[config.mk]
export PLATFORM = sky130hd
export DESIGN_NAME = nearest_k_point_selector_top
export DESIGN_NICKNAME = d
export VERILOG_FILES = /design/src/sv/nkps_pkg.sv /design/src/sv/nkps_ram.sv /design/src/sv/nearest_k_point_selector_top.sv
export SDC_FILE = /design/constraint.sdc
export NUM_CORES = 1
export LEC_CHECK = 0
export BUFFER_PORTS_ARGS = -buffer_cell sky130_fd_sc_hd__buf_2
export CAP_MARGIN = 15
export CORE_MARGIN = 1
export CORE_UTILIZATION = 54
export DETAILED_ROUTE_END_ITERATION = 12
export GPL_ROUTABILITY_DRIVEN = 0
export PLACE_DENSITY = 0.71
export REMOVE_ABC_BUFFERS = 1
export SYNTH_ARGS = -nofsm -noshare
export SYNTH_HDL_FRONTEND = slang
export SYNTH_SLANG_ARGS = --single-unit
[constraint.sdc]
create_clock -name clk -period 8 [get_ports clk]
set_input_delay 0.4 -clock clk [delete_from_list [all_inputs] [get_ports clk]]
set_output_delay 0.4 -clock clk [all_outputs]
set_load 0.05 [all_outputs]
[src/sv/nkps_pkg.sv]
package nkps_pkg;

  // configuration register indexes
  localparam int CFG_IDX_W = 2;
  localparam logic [CFG_IDX_W-1:0] CFG_REF_X = 2'd0;
  localparam logic [CFG_IDX_W-1:0] CFG_REF_Y = 2'd1;
  localparam logic [CFG_IDX_W-1:0] CFG_REF_Z = 2'd2;

  // fixed field widths
  localparam int TAG_W  = 10;
  localparam int KEPT_W = 4;

  // axis selector for the shared squarer
  typedef logic [1:0] axis_t;
  localparam axis_t AXIS_X = 2'd0;
  localparam axis_t AXIS_Y = 2'd1;
  localparam axis_t AXIS_Z = 2'd2;

endpackage

[src/sv/nkps_ram.sv]
module nkps_ram #(
  parameter int WIDTH = 46,
  parameter int DEPTH = 8
) (
  input  logic                                   clk,
  input  logic                                   we,
  input  logic [((DEPTH > 1) ? $clog2(DEPTH) : 1)-1:0] waddr,
  input  logic [WIDTH-1:0]                       wdata,
  input  logic [((DEPTH > 1) ? $clog2(DEPTH) : 1)-1:0] raddr,
  output logic [WIDTH-1:0]                       rdata
);

  logic [WIDTH-1:0] mem [DEPTH];

  always_ff @(posedge clk) begin
    if (we) begin
      mem[waddr] <= wdata;
    end
    rdata <= mem[raddr];
  end

endmodule

[src/sv/nearest_k_point_selector_top.sv]
// Keeps the SLOTS points nearest a reference position (ref_x/y/z, written
// through the cfg port by the user only while the block is idle, a rule
// unenforced by the block) by exact squared Euclidean distance on signed
// Q8.8 coordinates. The first SLOTS points of a set fill the slots in
// arrival order; after that a point replaces the farthest kept one only if
// strictly nearer, the lowest slot winning ties for farthest. An item with
// final_point set is processed like any other, then every slot is sent out
// in slot order (valid flag, tag, kept count, final_slot on the last one)
// and the selection clears itself. The distance is built on one shared
// squarer, three axes of difference, square and accumulate, and in_stall
// stays high from acceptance until the item is placed or, on a final item,
// every slot is sent out. Once all slots are full, a scan of the slot memory
// at one read a cycle finds the farthest entry, which is replaced if the
// item is strictly nearer. On a final item each slot result takes a memory
// read, then an output register load, plus any time out_stall is held. The
// output register lets the next item be accepted while the last result of a
// set still waits. Slot payloads sit in one small RAM; occupancy is a
// flip-flop per slot, cleared at reset and after each set, so no clearing pass is needed.
module nearest_k_point_selector_top #(
  parameter int SLOTS      = 8,
  parameter int COORD_BITS = 16
) (
  input  logic                                clk,
  input  logic                                rst_n,
  // input items
  input  logic                                in_valid,
  output logic                                in_stall,
  input  logic signed [COORD_BITS-1:0]        in_point_x,
  input  logic signed [COORD_BITS-1:0]        in_point_y,
  input  logic signed [COORD_BITS-1:0]        in_point_z,
  input  logic [nkps_pkg::TAG_W-1:0]          in_point_tag,
  input  logic                                in_final_point,
  // result items
  output logic                                out_valid,
  input  logic                                out_stall,
  output logic                                out_slot_valid,
  output logic [nkps_pkg::TAG_W-1:0]          out_chosen_tag,
  output logic [nkps_pkg::KEPT_W-1:0]         out_kept_count,
  output logic                                out_final_slot,
  // configuration writes
  input  logic                                cfg_valid,
  output logic                                cfg_ready,
  input  logic [nkps_pkg::CFG_IDX_W-1:0]      cfg_index,
  input  logic [COORD_BITS-1:0]               cfg_data
);

  localparam int TW     = nkps_pkg::TAG_W;
  localparam int KW     = nkps_pkg::KEPT_W;
  localparam int MAG_W  = COORD_BITS + 1;           // |difference|
  localparam int SQ_W   = 2 * MAG_W;                // one square
  localparam int DIST_W = SQ_W + 2;                 // sum of three squares
  localparam int IDX_W  = (SLOTS > 1) ? $clog2(SLOTS) : 1;
  localparam int CNT_W  = $clog2(SLOTS + 1);
  localparam int ENT_W  = TW + DIST_W;              // {tag, distance}

  typedef enum logic [3:0] {
    S_IDLE,
    S_DIFF,     // difference magnitude of one axis
    S_SQR,      // shared squarer
    S_ACC,      // accumulate square
    S_PLACE,    // fill a free slot or start the scan
    S_SCAN,     // find farthest slot, one read a cycle
    S_REPL,     // replace farthest if strictly nearer
    S_EMIT_RD,  // read slot for output
    S_EMIT_LD   // load output register
  } state_t;

  state_t state_r, state_nxt;

  // reference position
  logic signed [COORD_BITS-1:0] ref_x_r, ref_x_nxt;
  logic signed [COORD_BITS-1:0] ref_y_r, ref_y_nxt;
  logic signed [COORD_BITS-1:0] ref_z_r, ref_z_nxt;

  // latched item
  logic signed [COORD_BITS-1:0] pt_x_r, pt_x_nxt;
  logic signed [COORD_BITS-1:0] pt_y_r, pt_y_nxt;
  logic signed [COORD_BITS-1:0] pt_z_r, pt_z_nxt;
  logic [TW-1:0]                tag_r, tag_nxt;
  logic                         last_r, last_nxt;

  // distance datapath
  nkps_pkg::axis_t              axis_r, axis_nxt;
  logic [MAG_W-1:0]             mag_r, mag_nxt;
  logic [SQ_W-1:0]              sq_r, sq_nxt;
  logic [DIST_W-1:0]            acc_r, acc_nxt;

  // selection state
  logic [SLOTS-1:0]             slot_used_r, slot_used_nxt;
  logic [CNT_W-1:0]             cnt_r, cnt_nxt;

  // scan
  logic [CNT_W-1:0]             issue_r, issue_nxt;
  logic                         pend_r, pend_nxt;
  logic [IDX_W-1:0]             rd_idx_r, rd_idx_nxt;
  logic [DIST_W-1:0]            far_dist_r, far_dist_nxt;
  logic [IDX_W-1:0]             far_idx_r, far_idx_nxt;

  // emit
  logic [IDX_W-1:0]             emit_idx_r, emit_idx_nxt;
  logic                         out_valid_r, out_valid_nxt;
  logic                         out_slot_valid_r, out_slot_valid_nxt;
  logic [TW-1:0]                out_tag_r, out_tag_nxt;
  logic [KW-1:0]                out_kept_r, out_kept_nxt;
  logic                         out_final_r, out_final_nxt;

  // slot memory
  logic                         ram_we;
  logic [IDX_W-1:0]             ram_waddr;
  logic [ENT_W-1:0]             ram_wdata;
  logic [IDX_W-1:0]             ram_raddr;
  logic [ENT_W-1:0]             ram_rdata;
  logic [DIST_W-1:0]            rd_dist;
  logic [TW-1:0]                rd_tag;

  logic                         in_take;
  logic                         issuing;
  logic signed [COORD_BITS-1:0] sel_pt, sel_ref;
  logic signed [MAG_W-1:0]      diff;

  nkps_ram #(
    .WIDTH (ENT_W),
    .DEPTH (SLOTS)
  ) u_slot_ram (
    .clk   (clk),
    .we    (ram_we),
    .waddr (ram_waddr),
    .wdata (ram_wdata),
    .raddr (ram_raddr),
    .rdata (ram_rdata)
  );

  assign rd_dist = ram_rdata[DIST_W-1:0];
  assign rd_tag  = ram_rdata[ENT_W-1:DIST_W];

  assign in_stall  = (state_r != S_IDLE);
  assign in_take   = in_valid && !in_stall;
  assign cfg_ready = 1'b1;
  assign issuing   = (issue_r < CNT_W'(SLOTS));

  assign out_valid      = out_valid_r;
  assign out_slot_valid = out_slot_valid_r;
  assign out_chosen_tag = out_tag_r;
  assign out_kept_count = out_kept_r;
  assign out_final_slot = out_final_r;

  // axis select for the shared difference / square path
  always_comb begin
    case (axis_r)
      nkps_pkg::AXIS_X: begin
        sel_pt  = pt_x_r;
        sel_ref = ref_x_r;
      end
      nkps_pkg::AXIS_Y: begin
        sel_pt  = pt_y_r;
        sel_ref = ref_y_r;
      end
      default: begin
        sel_pt  = pt_z_r;
        sel_ref = ref_z_r;
      end
    endcase
  end

  // exact difference, one bit wider than a coordinate
  assign diff = {sel_pt[COORD_BITS-1], sel_pt} - {sel_ref[COORD_BITS-1], sel_ref};

  // memory read port: scan address during the scan, emit address otherwise
  assign ram_raddr = (state_r == S_SCAN) ? issue_r[IDX_W-1:0] : emit_idx_r;

  always_comb begin
    state_nxt          = state_r;
    ref_x_nxt          = ref_x_r;
    ref_y_nxt          = ref_y_r;
    ref_z_nxt          = ref_z_r;
    pt_x_nxt           = pt_x_r;
    pt_y_nxt           = pt_y_r;
    pt_z_nxt           = pt_z_r;
    tag_nxt            = tag_r;
    last_nxt           = last_r;
    axis_nxt           = axis_r;
    mag_nxt            = mag_r;
    sq_nxt             = sq_r;
    acc_nxt            = acc_r;
    slot_used_nxt      = slot_used_r;
    cnt_nxt            = cnt_r;
    issue_nxt          = issue_r;
    pend_nxt           = 1'b0;
    rd_idx_nxt         = rd_idx_r;
    far_dist_nxt       = far_dist_r;
    far_idx_nxt        = far_idx_r;
    emit_idx_nxt       = emit_idx_r;
    out_valid_nxt      = out_valid_r && out_stall;
    out_slot_valid_nxt = out_slot_valid_r;
    out_tag_nxt        = out_tag_r;
    out_kept_nxt       = out_kept_r;
    out_final_nxt      = out_final_r;
    ram_we             = 1'b0;
    ram_waddr          = cnt_r[IDX_W-1:0];
    ram_wdata          = {tag_r, acc_r};

    // register writes, to be issued by the user only while idle, unenforced by the block
    if (cfg_valid && cfg_ready) begin
      case (cfg_index)
        nkps_pkg::CFG_REF_X: ref_x_nxt = cfg_data;
        nkps_pkg::CFG_REF_Y: ref_y_nxt = cfg_data;
        nkps_pkg::CFG_REF_Z: ref_z_nxt = cfg_data;
        default: ;
      endcase
    end

    case (state_r)
      S_IDLE: begin
        if (in_take) begin
          pt_x_nxt  = in_point_x;
          pt_y_nxt  = in_point_y;
          pt_z_nxt  = in_point_z;
          tag_nxt   = in_point_tag;
          last_nxt  = in_final_point;
          axis_nxt  = nkps_pkg::AXIS_X;
          acc_nxt   = '0;
          state_nxt = S_DIFF;
        end
      end
      S_DIFF: begin
        mag_nxt   = diff[MAG_W-1] ? MAG_W'(-diff) : MAG_W'(diff);
        state_nxt = S_SQR;
      end
      S_SQR: begin
        sq_nxt    = mag_r * mag_r;
        state_nxt = S_ACC;
      end
      S_ACC: begin
        acc_nxt = acc_r + DIST_W'(sq_r);
        if (axis_r == nkps_pkg::AXIS_Z) begin
          state_nxt = S_PLACE;
        end else begin
          axis_nxt  = axis_r + 2'd1;
          state_nxt = S_DIFF;
        end
      end
      S_PLACE: begin
        if (cnt_r < CNT_W'(SLOTS)) begin
          // still filling: next free slot in arrival order
          ram_we                          = 1'b1;
          slot_used_nxt[cnt_r[IDX_W-1:0]] = 1'b1;
          cnt_nxt                         = cnt_r + 1'b1;
          state_nxt                       = last_r ? S_EMIT_RD : S_IDLE;
          emit_idx_nxt                    = '0;
        end else begin
          issue_nxt = '0;
          state_nxt = S_SCAN;
        end
      end
      S_SCAN: begin
        if (issuing) begin
          issue_nxt  = issue_r + 1'b1;
          pend_nxt   = 1'b1;
          rd_idx_nxt = issue_r[IDX_W-1:0];
        end
        if (pend_r) begin
          // strict greater keeps the lowest slot on ties
          if (rd_idx_r == '0 || rd_dist > far_dist_r) begin
            far_dist_nxt = rd_dist;
            far_idx_nxt  = rd_idx_r;
          end
          if (rd_idx_r == IDX_W'(SLOTS - 1)) begin
            state_nxt = S_REPL;
          end
        end
      end
      S_REPL: begin
        if (acc_r < far_dist_r) begin
          ram_we    = 1'b1;
          ram_waddr = far_idx_r;
        end
        emit_idx_nxt = '0;
        state_nxt    = last_r ? S_EMIT_RD : S_IDLE;
      end
      S_EMIT_RD: begin
        // read only when the output register is free by the next edge
        if (!out_valid_r || !out_stall) begin
          state_nxt = S_EMIT_LD;
        end
      end
      S_EMIT_LD: begin
        out_valid_nxt      = 1'b1;
        out_slot_valid_nxt = slot_used_r[emit_idx_r];
        out_tag_nxt        = slot_used_r[emit_idx_r] ? rd_tag : '0;
        out_kept_nxt       = KW'(cnt_r);
        out_final_nxt      = (emit_idx_r == IDX_W'(SLOTS - 1));
        if (emit_idx_r == IDX_W'(SLOTS - 1)) begin
          slot_used_nxt = '0;
          cnt_nxt       = '0;
          state_nxt     = S_IDLE;
        end else begin
          emit_idx_nxt = emit_idx_r + 1'b1;
          state_nxt    = S_EMIT_RD;
        end
      end
      default: begin
        state_nxt = S_IDLE;
      end
    endcase
  end

  always_ff @(posedge clk) begin
    if (!rst_n) begin
      state_r     <= S_IDLE;
      ref_x_r     <= '0;
      ref_y_r     <= '0;
      ref_z_r     <= '0;
      slot_used_r <= '0;
      cnt_r       <= '0;
      pend_r      <= 1'b0;
      out_valid_r <= 1'b0;
    end else begin
      state_r     <= state_nxt;
      ref_x_r     <= ref_x_nxt;
      ref_y_r     <= ref_y_nxt;
      ref_z_r     <= ref_z_nxt;
      slot_used_r <= slot_used_nxt;
      cnt_r       <= cnt_nxt;
      pend_r      <= pend_nxt;
      out_valid_r <= out_valid_nxt;
    end
    pt_x_r           <= pt_x_nxt;
    pt_y_r           <= pt_y_nxt;
    pt_z_r           <= pt_z_nxt;
    tag_r            <= tag_nxt;
    last_r           <= last_nxt;
    axis_r           <= axis_nxt;
    mag_r            <= mag_nxt;
    sq_r             <= sq_nxt;
    acc_r            <= acc_nxt;
    issue_r          <= issue_nxt;
    rd_idx_r         <= rd_idx_nxt;
    far_dist_r       <= far_dist_nxt;
    far_idx_r        <= far_idx_nxt;
    emit_idx_r       <= emit_idx_nxt;
    out_slot_valid_r <= out_slot_valid_nxt;
    out_tag_r        <= out_tag_nxt;
    out_kept_r       <= out_kept_nxt;
    out_final_r      <= out_final_nxt;
  end

  // occupancy flags and fill count always agree
  a_cnt_matches_used: assert property (@(posedge clk) disable iff (!rst_n)
    $countones(slot_used_r) == 32'(cnt_r))
    else $error("fill count disagrees with occupied slots");

  // the fill count never passes the slot count
  a_cnt_bounded: assert property (@(posedge clk) disable iff (!rst_n)
    cnt_r <= CNT_W'(SLOTS))
    else $error("fill count beyond slot count");

  // the farthest-slot scan only runs on a full selection
  a_scan_when_full: assert property (@(posedge clk) disable iff (!rst_n)
    (state_r == S_SCAN) |-> (cnt_r == CNT_W'(SLOTS)))
    else $error("scan started on a partly filled selection");

  // a pending scan read is only consumed inside the scan
  a_pend_in_scan: assert property (@(posedge clk) disable iff (!rst_n)
    pend_r |-> (state_r == S_SCAN))
    else $error("scan read pending outside the scan");

  // an output load never overwrites a result still held by a stall
  a_no_overwrite: assert property (@(posedge clk) disable iff (!rst_n)
    (state_r == S_EMIT_LD) |-> !(out_valid_r && out_stall))
    else $error("result overwritten while stalled");

endmodule

==> impl_metrics.sql, run 1 <==
INSERT INTO impl_metrics (metric_group, metric, value, unit) VALUES
('timing', 'final.min_clock_period', '6.72', 'ns'),
('timing', 'setup_violations', '0', ''),
('timing', 'max_slew_margin', '18.2', '%'),
('grt', 'grt_remaining_overflow', '0', ''),
('setup_path', 'end_kind', 'flop', ''),
('clock_network', 'clk_transition_reported_paths', '0.06', 'ns'),
('layout', 'leading_cell_types_in_the_layout_fill_and_taps_excluded', 'sky130_fd_sc_hd__edfxtp_1, sky130_fd_sc_hd__inv_1, sky130_fd_sc_hd__nand2_1, sky130_fd_sc_hd__ha_1, sky130_fd_sc_hd__fa_1', ''),
('setup_path', 'critical-path-top-cell-by-count', 'sky130_fd_sc_hd__fa_1', ''),
('timing', 'hold_violations', '0', ''),
('run', 'number_of_violations_of_the_max_capacitance_limit', '0', ''),
('setup_path', 'required', '8.37', 'ns'),
('setup_path', 'crit_path_cell_trace', 'inv_1 > nor2_1 > fa_1 > inv_1 > fa_1 > fa_1 > inv_1 > fa_1 > fa_1 > inv_1 > fa_1 > inv_1 > ha_1 > a21oi_1 > o21bai_1 > a221o_1 > a21oi_1 > o311a_1 > o21a_1 > mux2i_1 > nand3_1', ''),
('timing', 'maxClockFrequency', '149', 'MHz'),
('setup_path', 'r2r_setup_slack', '1.28', 'ns'),
('setup_path', 'worst_path_arrival', '7.09', 'ns'),
('detailed_routing', 'firstDrtPassIters', '6', ''),
('layout', 'most_frequent_standard_cell_in_the_layout_excluding_fill_and_tap_cells', 'sky130_fd_sc_hd__edfxtp_1', ''),
('timing', 'finalMaxSlewViolations', '0', ''),
('clock_network', 'clkSinkCount', '692', ''),
('grt', 'globalRouteTotalUtil', '23.6', '%'),
('grt', 'grt_start_max_net_pins', '93', ''),
('synth', 'number_of_enable_type_register_cells_in_the_synthesized_netlist', '580', ''),
('die', 'rows', '96', ''),
('clock_network', 'clkLatencyLatePin', '0.64', 'ns'),
('synth', 'netlist_instances', '2852', ''),
('place', 'place.port_buffers', '99', ''),
('clock_network', 'htree_num_levels', '3', ''),
('timing', 'tightest_slew', '1.20', 'ns'),
('setup_path', 'critical_path_source_type', 'flop', ''),
('grt', 'grt_antenna_before_repair', '3', ''),
('setup_path', 'crit_path_top_delay_cell', 'sky130_fd_sc_hd__edfxtp_1', ''),
('synth', 'synthDistinctLibCells', '85', ''),
('synth', 'synth.ff_latch_count', '692', ''),
('synth', 'synth.yosys.warnings', '0', ''),
('setup_path', 'path_max_fanout', '16', ''),
('timing', 'setup_repair_after_global_routing_missed_its_margin', 'false', ''),
('layout', 'share_of_the_core_filled_with_cells', '61.7', '%'),
('layout', 'syn_to_final_growth', '12.8', '%'),
('timing', 'post-route-period-util', '83.9', '%'),
('setup_path', 'cp_slowest_stage_delay', '0.74', 'ns'),
('min_path', 'hold-path-cell-count', '3', ''),
('clock_network', 'cts-root-to-sink-buffers', '3', ''),
('detailed_routing', 'drt-wirelength-per-cell', '20.4', 'um'),
('layout', 'layout-drive-gt1-share', '13.7', '%'),
('die', 'die_extent_in_y', '266', 'um'),
('synth', 'synth.yosys.seq_area_share', '52.3', '%'),
('synth', 'postSynth.asyncResetShare', '0', '%'),
('synth', 'synth_area_per_cell', '13.2', 'um2'),
('detailed_routing', 'detail_route.vias_per_cell', '5.64', ''),
('clock_network', 'cts_inserted_buffers', '74', ''),
('place', 'post_dp_hpwl', '55600', 'um'),
('status', 'outcome', 'completed', ''),
('detailed_routing', 'initialDrtViolationCount', '1503', ''),
('synth', 'most_used_flip_flop_cell_after_synthesis', 'sky130_fd_sc_hd__edfxtp_1', ''),
('die', 'io_pins', '101', ''),
('detailed_routing', 'route.vias.total', '22700', ''),
('clock_network', 'ctsRootBufferMaster', 'sky130_fd_sc_hd__clkbuf_16', ''),
('timing', 'postLayoutSetupSlackWorst', '1.28', 'ns'),
('grt', 'wire_length_of_the_first_global_routing_pass', '128000', 'um'),
('die', 'core-area', '68700', 'um2'),
('synth', 'synthesis.area', '37600', 'um2'),
('timing', 'finClkSkew', '0.0309', 'ns'),
('clock_network', 'cts_resized', '0', ''),
('die', 'floorplan.die_area', '70700', 'um2'),
('die', 'initial_utilization', '54.7', '%'),
('setup_path', 'crit_type', 'flop to flop', ''),
('place', 'place_worst_setup_slack', '1.35', 'ns'),
('clock_network', 'cts_tree', 'yes', ''),
('grt', 'number_of_global_route_vias_before_repair', '23900', ''),
('detailed_routing', 'routed_wl', '81700', 'um'),
('setup_path', 'r2r_cells', '21', ''),
('min_path', 'holdCritPathClass', 'primary input to flop', ''),
('detailed_routing', 'detail-route-antenna-nets', '0', ''),
('die', 'die-width', '266', 'um'),
('detailed_routing', 'number_of_drc_violations_after_detailed_routing', '0', ''),
('layout', 'nets', '3537', ''),
('clock_network', 'post_cts.repair.setup_buffers', '0', ''),
('clock_network', 'holdBufCountCts', '60', '');
==> final cells by class <==
| cell class | count | area [um2] |
|---|---|---|
| well taps | 931 | 1160 |
| inverters | 339 | 1270 |
| diodes | 1 | 2.50 |
| fillers | 5151 | 26300 |
| repair buffers | 186 | 1310 |
| clock buffers | 97 | 2010 |
| clock inverters | 37 | 509 |
| flip-flops and latches | 692 | 19700 |
| multi-input cells | 1732 | 16500 |
==> path summary, 6_finish.rpt <==
check | start | to
max reg2reg | mag_r[3] | sq_r[31]
min | cfg_data[13] | ref_y_r[13]
max | mag_r[3] | sq_r[31]
min reg2reg | u_slot_ram.rdata[32] | far_dist_r[32]
==> per-stage QoR <==
| step | instances | hold slack, ns | area [um2] | TNS (ns) |
|---|---|---|---|---|
| detailed placement | 3819 | 0.425 | 39300 | 0 |
| CTS | 4013 | 0.00223 | 42400 | 0 |
| global route | 4015 | 0.0205 | 42400 | 0 |
| finish | 4015 | 0.0305 | 42400 | 0 |
| global placement | 3818 | 0.418 | 39300 | 0 |
| floorplan | 2763 | 0.408 | 37200 | -107.42 |
==> sequential cells by signal, indices dropped and copies added (netlist names), 2 cells and up <==
register,cells
u_slot_ram.rdata,46
ref_z_r,16
ref_x_r,16
emit_idx_r,3
out_kept_count,4
ref_y_r,16
state_r,4
issue_r,4
far_dist_r,36
slot_used_r,8
pt_z_r,16
out_chosen_tag,10
cnt_r,4
acc_r,36
rd_idx_r,3
pt_y_r,16
mag_r,17
sq_r,33
pt_x_r,16
u_slot_ram.mem,368
axis_r,2
tag_r,10
far_idx_r,3
==> worst max-delay path, delay by kind of cell (launching register included) <==
kind	cells	cell delay, ns
fa+ha+maj	7	3.29
compound gates	6	1.39
flops	1	0.74
buf+inv	5	0.47
simple gates	2	0.32
mux	1	0.21
==> synth_stat cells (all sizes together) (4+ instances only) <==
cell / n / area share (%)
a2111oi: 6 / 0.14
a211oi: 9 / 0.19
a21boi: 53 / 1.1
a21o: 65 / 1.3
a21oi: 109 / 1.5
a221oi: 4 / 0.093
a22o: 16 / 0.37
a22oi: 17 / 0.34
a31oi: 11 / 0.18
a41oi: 4 / 0.093
and2: 66 / 1.1
and3: 13 / 0.22
buf: 21 / 0.28
clkbuf: 68 / 0.68
dfxtp: 112 / 6.0
edfxtp: 580 / 46
fa: 192 / 10
ha: 238 / 7.9
inv: 339 / 3.4
mux2: 48 / 1.4
mux2i: 7 / 0.19
mux4: 94 / 5.6
nand2: 262 / 2.6
nand2b: 19 / 0.32
nand3: 21 / 0.28
nand3b: 5 / 0.10
nand4: 28 / 0.47
nor2: 115 / 1.2
nor2b: 31 / 0.52
nor3: 34 / 0.45
nor3b: 10 / 0.20
nor4: 4 / 0.11
o211ai: 10 / 0.23
o21a: 18 / 0.36
o21ai: 57 / 0.76
o21bai: 11 / 0.22
o22ai: 8 / 0.13
o32ai: 4 / 0.14
or2: 5 / 0.083
or3: 8 / 0.13
xnor2: 61 / 1.4
xor2: 29 / 0.70
==> metal layers <==
metal | track usage (%) | vias up | part of all wire [%]
li1 | - | 10500 | -
met1 | 29.3 | 11300 | 40
met2 | 40.5 | 637 | 50
met4 | 11.3 | 0 | 4.4
met5 | 0 | - | 0
met3 | 3.78 | 180 | 5.1
==> cell families (layout without fill, tap and decap cells) <==
family,after synthesis,in the layout,synth area share [%]
adder cells (fa/ha/maj),430,430,18.1
AO/OA/AOI/OAI,429,429,7.78
multiplexers,149,149,7.26
flip-flops,692,692,52.3
XOR/XNOR,90,90,2.14
AND/OR/NAND/NOR,633,633,8.03
buffers and inverters,428,659,4.34
other,1,2,0.00998
Power of run 1 is not shown: default switching activity piles up to over one toggle a cycle in this logic, so the estimate is an artifact.
==> inputs of run 2 (changes only) <==
PLACE_DENSITY = 0.73   (was 0.71)
clock period = 5.88 ns   (was 8 ns; I/O delays follow)
==> run 2 against run 1 <==
Effect of this change: the flow now finishes with violations (negative setup slack); via count grew 2.5%; critical path depth is the same; global-route usage is essentially flat; fmax grew 11%; non-clock buffer count grew 132; first-iteration DRC count grew 6.0%; cell area grew 3.3%; routed wire length grew 0.48%; worst hold slack gained 0.13 ns; core utilization grew 2.0 points; worst setup slack lost 1.5 ns; critical endpoint is now sq_r[33]; largest cell class unchanged.
==> impl_metrics.sql, run 2 (same netlist as run 1, synthesis figures left out) <==
INSERT INTO impl_metrics (metric_group, metric, value, unit) VALUES
('grt', 'wire_length_of_the_first_global_routing_pass', '129000', 'um'),
('layout', 'leading_cell_types_in_the_layout_fill_and_taps_excluded', 'sky130_fd_sc_hd__edfxtp_1, sky130_fd_sc_hd__inv_1, sky130_fd_sc_hd__nand2_1, sky130_fd_sc_hd__ha_1, sky130_fd_sc_hd__fa_1', ''),
('detailed_routing', 'routed_wl', '82100', 'um'),
('grt', 'number_of_global_route_vias_before_repair', '24300', ''),
('layout', 'nets', '3667', ''),
('status', 'violated_checks', 'negative setup slack', ''),
('place', 'dpl.cell_count', '3915', ''),
('timing', 'finalMaxSlewViolations', '0', ''),
('die', 'initial_utilization', '54.7', '%'),
('layout', 'most_frequent_standard_cell_in_the_layout_excluding_fill_and_tap_cells', 'sky130_fd_sc_hd__edfxtp_1', ''),
('grt', 'grt_remaining_overflow', '0', ''),
('layout', 'syn_to_final_growth', '16.6', '%'),
('layout', 'share_of_the_core_filled_with_cells', '63.8', '%'),
('setup_path', 'worst_r2r_endpoint', 'sq_r[33]', ''),
('place', 'place_worst_setup_slack', '-0.264', 'ns'),
('place', 'post_dp_hpwl', '54600', 'um'),
('timing', 'tightest_slew', '1.14', 'ns'),
('clock_network', 'cts_tree', 'yes', ''),
('grt', 'globalRouteTotalUtil', '23.6', '%'),
('grt', 'grt_antenna_before_repair', '0', ''),
('setup_path', 'r2r_setup_slack', '-0.18', 'ns'),
('detailed_routing', 'drt-wirelength-per-cell', '19.8', 'um'),
('min_path', 'hold-path-cell-count', '4', ''),
('timing', 'max_slew_margin', '24.0', '%'),
('die', 'die-width', '266', 'um'),
('detailed_routing', 'detail-route-antenna-nets', '0', ''),
('timing', 'setup_repair_after_global_routing_missed_its_margin', 'true', ''),
('timing', 'holdWs', '0.164', 'ns'),
('run', 'number_of_violations_of_the_max_capacitance_limit', '0', ''),
('clock_network', 'cts-root-to-sink-buffers', '3', ''),
('setup_path', 'path_max_fanout', '5', ''),
('clock_network', 'clkSinkCount', '692', ''),
('layout', 'layout-drive-gt1-share', '18.9', '%'),
('timing', 'finClkSkew', '0.0289', 'ns'),
('setup_path', 'end_kind', 'flop', ''),
('place', 'place.port_buffers', '99', ''),
('layout', 'layoutNonFillerInstCount', '4145', ''),
('detailed_routing', 'initialDrtViolationCount', '1593', ''),
('layout', 'flip_flop_count_of_the_largest_register_all_copies_and_words_added', '368', ''),
('grt', 'grt_start_max_net_pins', '93', ''),
('detailed_routing', 'firstDrtPassIters', '5', ''),
('timing', 'maxClockFrequency', '165', 'MHz'),
('die', 'die_extent_in_y', '266', 'um'),
('timing', 'post-route-period-util', '103', '%'),
('min_path', 'hold_end', 'ref_x_r[8]', ''),
('setup_path', 'r2r-start', 'mag_r[7]', ''),
('status', 'outcome', 'finished with violations', ''),
('layout', 'reg.largest.list', 'u_slot_ram.mem x368, u_slot_ram.rdata x46', ''),
('setup_path', 'worst_path_arrival', '6.39', 'ns'),
('timing', 'postLayoutSetupSlackWorst', '-0.177', 'ns'),
('die', 'io_pins', '101', ''),
('min_path', 'min_delay_startpoint', 'cfg_index[1]', ''),
('clock_network', 'clkLatencyLatePin', '0.64', 'ns'),
('clock_network', 'htree_num_levels', '3', ''),
('clock_network', 'cts_inserted_buffers', '72', ''),
('setup_path', 'required', '6.21', 'ns'),
('setup_path', 'crit_type', 'flop to flop', ''),
('die', 'floorplan.die_area', '70700', 'um2'),
('die', 'rows', '96', ''),
('min_path', 'holdCritPathClass', 'primary input to flop', ''),
('die', 'core-area', '68700', 'um2'),
('detailed_routing', 'number_of_drc_violations_after_detailed_routing', '0', ''),
('setup_path', 'critical_path_source_type', 'flop', ''),
('timing', 'setup_violations', '4', ''),
('layout', 'max_flop_register', 'u_slot_ram.mem', ''),
('clock_network', 'ctsRootBufferMaster', 'sky130_fd_sc_hd__clkbuf_16', ''),
('timing', 'final.min_clock_period', '6.06', 'ns'),
('setup_path', 'r2r_cells', '21', ''),
('timing', 'hold_violations', '0', ''),
('detailed_routing', 'route.vias.total', '23200', ''),
('detailed_routing', 'detail_route.vias_per_cell', '5.60', ''),
('clock_network', 'clk_transition_reported_paths', '0.06', 'ns'),
('layout', 'insertedDiodeCount', '0', '');
==> run 2: worst max path at each step <==
stage / startpoint / endpoint / slack (ns) / cells after the start
2_1_floorplan: state_r[2] / u_slot_ram.rdata[0] / -4.46 / 5
3_3_place_gp: mag_r[7] / sq_r[31] / -0.18 / 22
3_5_place_dp: mag_r[7] / sq_r[31] / -0.26 / 21
4_1_cts: mag_r[7] / sq_r[31] / -0.11 / 20
5_1_grt: mag_r[7] / sq_r[33] / -0.31 / 21
6_report: mag_r[7] / sq_r[33] / -0.18 / 21
==> run 2: layout make-up <==
cell class,instances,area (um2)
fill,4994,24900
sequential,692,19700
clock inverter,35,442
inverter,339,1270
multi-input combinational,1732,16800
tap,931,1160
timing repair buffer,318,2510
clock buffer,98,1950
==> run 2: worst max-delay path: stages (launching register included) <==
cell and delay, ns:
sky130_fd_sc_hd__edfxtp_1 0.41, sky130_fd_sc_hd__buf_6 0.16, sky130_fd_sc_hd__buf_6 0.12, sky130_fd_sc_hd__and2_4 0.16, sky130_fd_sc_hd__fa_1 0.54, sky130_fd_sc_hd__fa_1 0.60, sky130_fd_sc_hd__fa_1 0.45, sky130_fd_sc_hd__fa_1 0.47
sky130_fd_sc_hd__fa_1 0.50, sky130_fd_sc_hd__inv_1 0.05, sky130_fd_sc_hd__fa_1 0.49, sky130_fd_sc_hd__inv_2 0.05, sky130_fd_sc_hd__ha_4 0.26, sky130_fd_sc_hd__and3_4 0.19, sky130_fd_sc_hd__nand3_4 0.10, sky130_fd_sc_hd__nor3_4 0.22
sky130_fd_sc_hd__a21oi_4 0.09, sky130_fd_sc_hd__o311a_1 0.36, sky130_fd_sc_hd__o21a_1 0.21, sky130_fd_sc_hd__buf_4 0.15, sky130_fd_sc_hd__nand4_1 0.08, sky130_fd_sc_hd__o311ai_2 0.11
==> run 2: layer usage <==
metal / up-vias / wire length (um) / share of wire (%) / global-route usage (%)
li1: 10800 / - / - / -
met1: 11700 / 32700 / 40 / 29.1
met2: 659 / 43100 / 52 / 42.6
met3: 156 / 3940 / 4.8 / 3.06
met4: 0 / 2410 / 2.9 / 7.74
met5: - / 0 / 0 / 0
==> run 2: timing repair <==
item,in CTS,in global routing
pin swaps,19,58
hold buffers,76,0
setup endpoints to repair,10,16
resized for setup,28,77
cloned,0,0
buffers inserted,3,17
hold endpoints to repair,109,0
==> run 2: metrics by stage <==
stage | cell area (um2) | TNS (ns)
detailed placement | 40100 | -1.31
finish | 43800 | -0.335
global placement | 40100 | -0.701
floorplan | 37200 | -228.25
global route | 43800 | -1.69
CTS | 43400 | -0.275
Power of run 2 is left out for the same reason.
